### src/sv/sot_pkg.sv
package sot_pkg;

   localparam int CAPACITY = 64;
   localparam int KEY_BITS = 32;
   localparam int CNT_W    = $clog2(CAPACITY + 1);

   localparam int ACTION_W = 4;
   localparam int FIELD_W  = 32;
   localparam int POS_W    = 6;
   localparam int STATUS_W = 2;
   localparam int COUNT_W  = 7;

   typedef logic [KEY_BITS-1:0]       key_type;
   typedef logic signed [FIELD_W-1:0] value_type;
   typedef logic [CNT_W-1:0]          cnt_type;
   typedef logic [ACTION_W-1:0]       action_type;
   typedef logic [STATUS_W-1:0]       status_type;

   localparam action_type ACT_PUT        = 4'd0;
   localparam action_type ACT_GET        = 4'd1;
   localparam action_type ACT_MIN        = 4'd2;
   localparam action_type ACT_MAX        = 4'd3;
   localparam action_type ACT_FLOOR      = 4'd4;
   localparam action_type ACT_CEILING    = 4'd5;
   localparam action_type ACT_RANK       = 4'd6;
   localparam action_type ACT_SELECT     = 4'd7;
   localparam action_type ACT_DELETE_MIN = 4'd8;
   localparam action_type ACT_DELETE_MAX = 4'd9;
   localparam action_type ACT_RANGE      = 4'd10;

   localparam status_type STATUS_OK   = 2'd0;
   localparam status_type STATUS_MISS = 2'd1;
   localparam status_type STATUS_FULL = 2'd2;

   typedef enum logic [2:0] {
      CELL_HOLD,
      CELL_INSERT,
      CELL_WRITE,
      CELL_SHIFT_DOWN,
      CELL_DROP_LAST
   } cell_op_type;

   typedef struct packed {
      cell_op_type op;
      logic        cmp;
      key_type     key;
      key_type     upper;
      value_type   value;
   } cell_cmd_type;

   typedef struct packed {
      logic      valid;
      key_type   key;
      value_type value;
   } entry_type;

   function automatic key_type to_key(input logic [FIELD_W-1:0] x);
      logic [63:0] w;
      w = {32'b0, x};
      return w[KEY_BITS-1:0];
   endfunction

   function automatic logic [FIELD_W-1:0] from_key(input key_type k);
      logic [63:0] w;
      w = 64'(k);
      return w[FIELD_W-1:0];
   endfunction

   function automatic logic [COUNT_W-1:0] to_count(input cnt_type c);
      logic [15:0] w;
      w = 16'(c);
      return w[COUNT_W-1:0];
   endfunction

endpackage

### src/sv/sot_cell.sv
module sot_cell import sot_pkg::*; (
   input  logic         clock,
   input  logic         reset,
   input  cell_cmd_type cmd,
   input  entry_type    left_ent,
   input  logic         left_lt,
   input  entry_type    right_ent,
   output entry_type    ent,
   output logic         lt,
   output logic         eq,
   output logic         lt_up
);

   logic      valid_ff, valid_in;
   key_type   key_ff, key_in;
   value_type value_ff, value_in;
   logic      lt_ff, lt_in;
   logic      eq_ff, eq_in;
   logic      lt_up_ff, lt_up_in;

   always_comb begin
      valid_in = valid_ff;
      key_in   = key_ff;
      value_in = value_ff;
      lt_in    = lt_ff;
      eq_in    = eq_ff;
      lt_up_in = lt_up_ff;

      if (cmd.cmp) begin
         lt_in    = valid_ff && (key_ff < cmd.key);
         eq_in    = valid_ff && (key_ff == cmd.key);
         lt_up_in = valid_ff && (key_ff < cmd.upper);
      end

      case (cmd.op)
         CELL_INSERT: begin
            // keys below the new one stay; the first cell past them takes it
            if (!lt_ff) begin
               if (left_lt) begin
                  valid_in = 1'b1;
                  key_in   = cmd.key;
                  value_in = cmd.value;
               end else begin
                  valid_in = left_ent.valid;
                  key_in   = left_ent.key;
                  value_in = left_ent.value;
               end
            end
         end
         CELL_WRITE: begin
            if (eq_ff) value_in = cmd.value;
         end
         CELL_SHIFT_DOWN: begin
            valid_in = right_ent.valid;
            key_in   = right_ent.key;
            value_in = right_ent.value;
         end
         CELL_DROP_LAST: begin
            if (valid_ff && !right_ent.valid) valid_in = 1'b0;
         end
         default: ;
      endcase
   end

   always_ff @(posedge clock) begin
      if (reset) begin
         valid_ff <= 1'b0;
         lt_ff    <= 1'b0;
         eq_ff    <= 1'b0;
         lt_up_ff <= 1'b0;
      end else begin
         valid_ff <= valid_in;
         lt_ff    <= lt_in;
         eq_ff    <= eq_in;
         lt_up_ff <= lt_up_in;
      end
      key_ff   <= key_in;
      value_ff <= value_in;
   end

   assign ent   = '{valid: valid_ff, key: key_ff, value: value_ff};
   assign lt    = lt_ff;
   assign eq    = eq_ff;
   assign lt_up = lt_up_ff;

endmodule

### config.mk
export PLATFORM = sky130hd
export DESIGN_NAME = sot_cell
export DESIGN_NICKNAME = d
export VERILOG_FILES = /design/src/sv/sot_pkg.sv /design/src/sv/sot_cell.sv
export SDC_FILE = /design/constraint.sdc
export NUM_CORES = 1
export LEC_CHECK = 0
export BUFFER_PORTS_ARGS = -buffer_cell sky130_fd_sc_hd__buf_2
export CAP_MARGIN = 10
export CORE_AREA = 2 2 116 118
export CTS_BUF_LIST = sky130_fd_sc_hd__clkbuf_8
export CTS_CLUSTER_DIAMETER = 60
export DETAILED_ROUTE_END_ITERATION = 16
export DIE_AREA = 0 0 118 120
export PLACE_DENSITY = 0.71
export SYNTH_ARGS = -nofsm -noshare
export SYNTH_HDL_FRONTEND = slang
export SYNTH_SLANG_ARGS = --single-unit
### constraint.sdc
create_clock -name clock -period 4.65 [get_ports clock]
set_clock_uncertainty 0.05 [all_clocks]
set_input_delay 0.6975 -clock clock [delete_from_list [all_inputs] [get_ports clock]]
set_output_delay 0.6975 -clock clock [all_outputs]
set_load 0.01 [all_outputs]
Yosys cells after proc, flatten, opt, wreduce, memory -nomap -nowiden:

Index checks and enable logic that the tools add are counted.

* bits in registers: 68
* input bits: 233
* output and inout bits: 68

* magnitude comparators: 2
* equal/unequal tests: 8
* multiplexer cells: 11
* reductions and logical operators: 11

Operators with widths (count)
* $mux 32: 5
* $pmux 32 s3: 1
* $lt 32x32->1: 2
* $pmux 32 s2: 1
* $eq 32x32->1: 1
* $eq 3x2->1 const B: 2
* $ne 2x2->1 const B: 3
* $reduce_and 3->1: 2
* $reduce_bool 3->1: 2
* $logic_and 1x1->1: 4
* $eq 3x1->1 const B: 1
* $eq 3x3->1 const B: 1
* $mux 1: 3
* $pmux 1 s3: 1
* $reduce_and 2->1: 1
* $reduce_bool 2->1: 1
* $logic_not 1->1: 1

Longest topological paths before layout:

Gate-level depths: netlist of the first run.

* depth after elaboration: 4
* mapped depth: 8
* gate-level depth less buffers: 8

Worst setup path after synthesis of the first run:

Ideal clock, no wire load.

* path kind: input-to-reg
* start point: in cmd[98] (netlist bit)
* end point: reg value_ff[0], enable pin
* library setup time: 0.432 ns
* data arrival time: 2.360 ns
* required time: 4.168 ns
* slack: 1.808 ns
* stages: 2
* buffers on the path: 0
* path through: o21ai_0 -> a21oi_1

* cells in the longest elaborated chain, start to end: 3

Ends and longest elaborated chain
* start: declaration: RTL line sot_cell.sv:4 `input cell_cmd_type cmd,`
* $eq 3x2->1 / $eq 3x1->1 (equally long branches): RTL line sot_cell.sv:35 `case (cmd.op)`
* $ne 2x2->1 (no line) / $reduce_bool 3->1 (equally long branches)
* $reduce_and 3->1 (no line) (*)
* end signal: assignment: RTL line sot_cell.sv:78 `value_ff <= value_in;`
* end: declaration: RTL line sot_cell.sv:16 `value_type value_ff, value_in;`

Every way passes the cells marked *; elsewhere a longest branch is shown, timed or not.
A chain may end at the register's enable or synchronous reset.

Final worst setup path of the first run:

* start point: reg key_ff[31]
* end point: reg lt_ff (netlist: lt)

* cells in the longest elaborated chain, start to end: 2

Ends and longest elaborated chain
* start: declaration: RTL line sot_cell.sv:15 `key_type key_ff, key_in;`
* start signal: assignment: RTL line sot_cell.sv:77 `key_ff <= key_in;`
* $lt 32x32->1: RTL line sot_cell.sv:30 `lt_in = valid_ff && (key_ff < cmd.key);`
* $logic_and 1x1->1: RTL line sot_cell.sv:30
* end signal: assignment: RTL line sot_cell.sv:73 `lt_ff <= lt_in;`
* end: declaration: RTL line sot_cell.sv:17 `logic lt_ff, lt_in;`

No other way between the ends.

==> results of run 1 <==
sequential cells by signal, indices dropped and copies added, names as in the netlist:
name      cells
lt_up         1
valid_ff      1
lt            1
eq            1
key_ff       32
value_ff     32
worst paths after layout:
check	slack, ns	end	depth (start not counted)	start
max	2.38	lt$_SDFFE_PP0P_	6	key_ff[31]$_DFFE_PP_
min	0.51	eq$_SDFFE_PP0P_	2	eq$_SDFFE_PP0P_
max reg2reg	2.38	lt$_SDFFE_PP0P_	6	key_ff[31]$_DFFE_PP_
min reg2reg	0.51	eq$_SDFFE_PP0P_	2	eq$_SDFFE_PP0P_
cell usage after synthesis, types with 11 or more instances:
cell        n  area, um2
a21oi_1    57        285
mux2i_1    32        320
o22ai_1    32        200
ha_1       63        788
clkbuf_1   15       56.3
o21ai_0    12       60.1
nand2_1    15       56.3
edfxtp_1   64       1920
nand4_1    11       68.8
inv_1      67        251
a21o_1     12       90.1
nor2_1    106        398
layout by cell type, fill, tap and decap left out, types with 2 or more instances in the layout:
cell type,synthesis,final
a2111oi_0,3,3
a211o_1,2,2
a211oi_1,2,2
a21o_1,12,12
a21oi_1,57,56
buf_2,1,300
buf_4,1,4
clkbuf_8,0,9
clkinv_1,0,2
clkinv_2,0,2
dfxtp_1,4,4
edfxtp_1,64,64
ha_1,63,63
inv_1,67,67
mux2i_1,32,32
nand2_1,15,15
nand2b_1,4,4
nand3_1,9,8
nand4_1,11,11
nor2_1,106,106
nor4_1,2,2
o21ai_0,12,12
o22ai_1,32,32
logic make-up (layout without fill, tap and decap cells):
kind of cell	Yosys count	in the layout	synth area share, %
muxes	32	32	6.63
and+or+nand+nor	151	151	13.1
adders and majority gates	63	63	16.3
other	0	1	0
DFF	68	68	41.4
AOI/OAI and AO/OA	126	126	15.6
buffers and inverters	88	387	6.94
power by group through the flow:
stage	Clock [uW]	Combinational, uW	Sequential (uW)
floorplan	0	192	769
global placement	0	396	753
detailed placement	0	401	754
CTS	444	403	740
global route	468	455	745
finish	429	400	740
worst reg2reg max path, cell delays in order, from the launching register on:
cell,delay [ns]
edfxtp_1,0.45
ha_1,0.35
nand3_1,0.11
or3_4,0.41
or4_1,0.53
a21oi_1,0.16
o32ai_1,0.09
layer usage:
metal | up-vias | track usage (%) | part of all wire, %
met5 | - | 0.735 | 0
met4 | 0 | 6.55 | 1.1
met3 | 11 | 7.03 | 8.8
met2 | 203 | 39.9 | 51
met1 | 2191 | 24.2 | 39
li1 | 2481 | - | -
per-stage QoR:
step | cell area, um2 | utilization [%]
after floorplan | 4830 | -
after global placement | 6530 | 50.3
after detailed placement | 6530 | 50.3
after CTS | 6690 | 51.6
after global routing | 6700 | 51.6
final | 6700 | 51.6
final cells by class:
class	count	area share, %
timing repair buffer	304	22.9
antenna	1	0.0374
inverter	67	3.76
sequential	68	29.9
tap	176	3.29
multi-input combinational	372	37.7
clock buffer	9	1.85
clock inverter	7	0.635
==> flow_summary.ini, run 1 <==
[routing]
post-route-drc-count = 0
drt_wl_total_mm = 15.3
dr.pass1.iters = 6
vias = 4886
first_iter_violations = 195
viasPerCell = 4.87
post_drt_wl_per_cell_um = 15.2
ant_nets = 0

[synth]
synth.net_count = 824
syn_area_per_cell_um2 = 9.16
ys_ff_latch = 68
synthArstFlopShare_pct = 0
postSynthCellCount = 528
synth-seq-area-share_pct = 41.4
synth_flop_cell = edfxtp_1
synth_area_um2 = 4830
ys_types = 32
yosysWarningCount = 0
synth_edf_count = 64

[power]
p_comb_share_pct = 25.5
irDropWorstVdd_v = 0.000168
netSwitchingFraction_pct = 29.8
power_density_nw_per_um2 = 234
intPower_uw = 1100
leakage_uw = 0.00348
pwr-share-clk_pct = 27.3
power.total_uw = 1570
p_seq_share_pct = 47.2
power.switching_uw = 467

[global_route]
grt_antenna_before_repair = 1
grt.overflow.total = 0
grt_usage_pct = 21.9
grt_pass1_wl_mm = 24.4
grt_pass1_vias = 5003
grt_max_degree = 99

[layout]
seqCellArea_um2 = 2000
num-fill-cells = 1253
syn_to_final_growth_pct = 38.5
drive_above_1_share_pct = 38.9
final_cell_count_no_fill = 1004
multi_input_area_um2 = 2520
nets = 1118

[cts]
cts_htree_levels = 3
cts-resized-gates = 0
cts.clk_slew.worst_paths_ns = 0.08
tritoncts = done
clkSinkCount = 68
cts_hold_buf = 0
cts_max_path_buffers = 2
insertion_delay_ns = 0.34
cts_setup_buffers = 0
ctsRootBufferMaster = clkbuf_8
cts_made_buffers = 9

[setup_path]
cp_cell_sequence = ha_1 > nand3_1 > or3_4 > or4_1 > a21oi_1 > o32ai_1
cp_slowest_stage_delay_ns = 0.53
crit_slowest_cell = or4_1
critPathTopFamily = simple AND/OR/NAND/NOR gates
startpoint_type = flip-flop
cp_max_fo = 3
worstSetupEndpointType = flip-flop
cp_data_arrival_time_ns = 2.44
crit_type = reg -> reg
critPathRequiredTime_ns = 4.82
cp_num_buf_inv = 0

[timing]
rsz0062_at_grt = no
fin_crit_sh_pct = 48.8
setup_viol = 0
timing.hold.ws_ns = 0.513
tightestPinTransition_ns = 1.11
worst_slack_ns = 2.38
timing.final.crit_period_ns = 2.27
finalHoldViolCount = 0
final_max_slew_viol_count = 0
tns_ns = 0
fmax_ghz = 0.440
max_slew_margin_pct = 26.1

[floorplan]
die_w_um = 118
initial_utilization_pct = 37.2
die_h_um = 120
die-area_um2 = 14200
io_pins = 301
coreArea_um2 = 13000
rows = 42

[worst_hold_path]
holdCritPathClass = reg -> reg

[status]
status = finished clean

[placed_design]
dp.cells = 987
portBuffers = 300
pre_cts_ws_ns = 2.02
hpwl_mm = 12.5
gp_congestion = 0.811

[run]
maxCapViolations = 0
Note: power is estimated with default switching activity, not from simulation.
==> inputs of run 2 (changes only) <==
Settings changed: CORE_AREA 2 2 116 118 to 2 2 117 119, DIE_AREA 0 0 118 120 to 0 0 119 121, PLACE_DENSITY 0.71 to 0.7.
Clock period 4.65 ns to 2.2 ns, I/O delays scaled along.
==> flow_summary.ini, run 2 (synthesis gave the netlist of run 1 again) <==
[status]
status = finished clean

[layout]
final_cell_mix = buf_2, nor2_1, inv_1, edfxtp_1, ha_1
reg.largest.list = key_ff x32, value_ff x32
final_util_pct = 52.3
drive_above_1_share_pct = 39.5
final_common_cell = buf_2
syn_to_final_growth_pct = 41.5
nets = 1128

[timing]
finalHoldViolCount = 0
fin_crit_sh_pct = 97.3
setup_viol = 0
tightestPinTransition_ns = 0.481
timing.hold.ws_ns = 0.196
fmax_ghz = 0.467
timing.final.crit_period_ns = 2.14
max_slew_margin_pct = 67.1
rsz0062_at_grt = no
final_max_slew_viol_count = 0

[setup_path]
startpoint_type = flip-flop
crit_slowest_cell = or4_1
ff2ff_path_depth = 6
cp_data_arrival_time_ns = 2.33
cp_slowest_stage_delay_ns = 0.52
rr_endpoint = lt$_SDFFE_PP0P_
cp_max_fo = 3
cp_cell_sequence = ha_1 > nand2_1 > or3_4 > or4_1 > a21oi_1 > o32ai_1
crit_path_end = lt$_SDFFE_PP0P_
rr_startpoint = key_ff[28]$_DFFE_PP_
critPathLaunch = key_ff[28]$_DFFE_PP_
worstSetupEndpointType = flip-flop
critPathRequiredTime_ns = 2.39
crit_type = reg -> reg
worst-r2r-setup-slack_ns = 0.06

[routing]
dr.pass1.iters = 4
vias = 4880
viasPerCell = 4.81
post_drt_wl_per_cell_um = 15.6
first_iter_violations = 182
post-route-drc-count = 0
drt_wl_total_mm = 15.9
ant_nets = 0

[cts]
cts.clk_slew.worst_paths_ns = 0.07
tritoncts = done
insertion_delay_ns = 0.35
cts_htree_levels = 3
ctsRootBufferMaster = clkbuf_8
cts_hold_buf = 0
cts_max_path_buffers = 2
clkSinkCount = 68
cts_made_buffers = 9

[floorplan]
die_h_um = 121
initial_utilization_pct = 36.9
die_w_um = 119
coreArea_um2 = 13100
die-area_um2 = 14400
io_pins = 301
rows = 42

[placed_design]
hpwl_mm = 13.1
gp_congestion = 0.855
portBuffers = 300

[power]
leakage_uw = 0.00355
power_density_nw_per_um2 = 502
irDropWorstVdd_v = 0.000386

[global_route]
grt_antenna_before_repair = 4
grt_pass1_wl_mm = 24.6
grt_max_degree = 57
grt_usage_pct = 22.3
grt_pass1_vias = 4869
grt.overflow.total = 0

[worst_hold_path]
holdCritPathClass = in -> reg
worstHoldPathCells = 2
hp-start = cmd[96]

[run]
maxCapViolations = 0
==> run 2: metal layers <==
layer	part of all wire [%]	routed length, um	GRT usage (%)	vias to the layer above
li1	-	-	-	2499
met1	40	6360	24.9	2167
met2	50	7960	39.7	194
met3	8.2	1300	6.77	18
met4	1.4	214	8.56	2
met5	0.082	13	0	-
==> run 2: what timing repair did <==
| item | CTS | global route |
|---|---|---|
| pin swaps | 0 | 3 |
| gates resized for setup | 1 | 0 |
| gates cloned | 0 | 0 |
| setup buffers | 0 | 1 |
| endpoints found under the setup margin | 1 | 2 |
==> run 2: area by class of cell <==
cell class	count	area (um2)
Fill cell	1270	6250
Multi-Input combinational cell	372	2530
Sequential cell	68	2000
Timing Repair Buffer	314	1640
Inverter	67	251
Tap cell	176	220
Clock buffer	9	124
Clock inverter	7	58.8
Antenna cell	2	5.00
==> run 2: worst max-delay path, delay by kind of cell, from the launching register on <==
family          cells  cell delay (ns)
compound gates      2             0.21
flops               1             0.45
fa+ha+maj           1             0.33
simple gates        3             0.99
==> run 2: how the worst min path moves through the flow <==
stage,end,slack (ns)
after floorplan,eq$_SDFFE_PP0P_,0.35
after global placement,eq$_SDFFE_PP0P_,0.46
after detailed placement,eq$_SDFFE_PP0P_,0.47
after CTS,lt$_SDFFE_PP0P_,0.16
after global routing,lt$_SDFFE_PP0P_,0.19
final,lt$_SDFFE_PP0P_,0.20
==> run 2: stage by stage <==
stage               setup slack [ns]  power, uW  instance area [um2]  std cells  setup TNS (ns)
floorplan                     0.0990       2030                 4840        528               0
global placement              0.0761       2450                 6630        996               0
detailed placement           -0.0167       2470                 6630        996         -0.0167
CTS                           0.0263       3490                 6830       1012               0
global route                 0.00329       3650                 6840       1015               0
finish                        0.0593       3440                 6840       1015               0
==> run 2: power breakdown <==
part / switching [uW] / internal, uW / total, uW
Clock: 494 / 508 / 1000
Sequential: 37.9 / 1520 / 1560
Combinational: 454 / 419 / 873
Total: 986 / 2450 / 3440
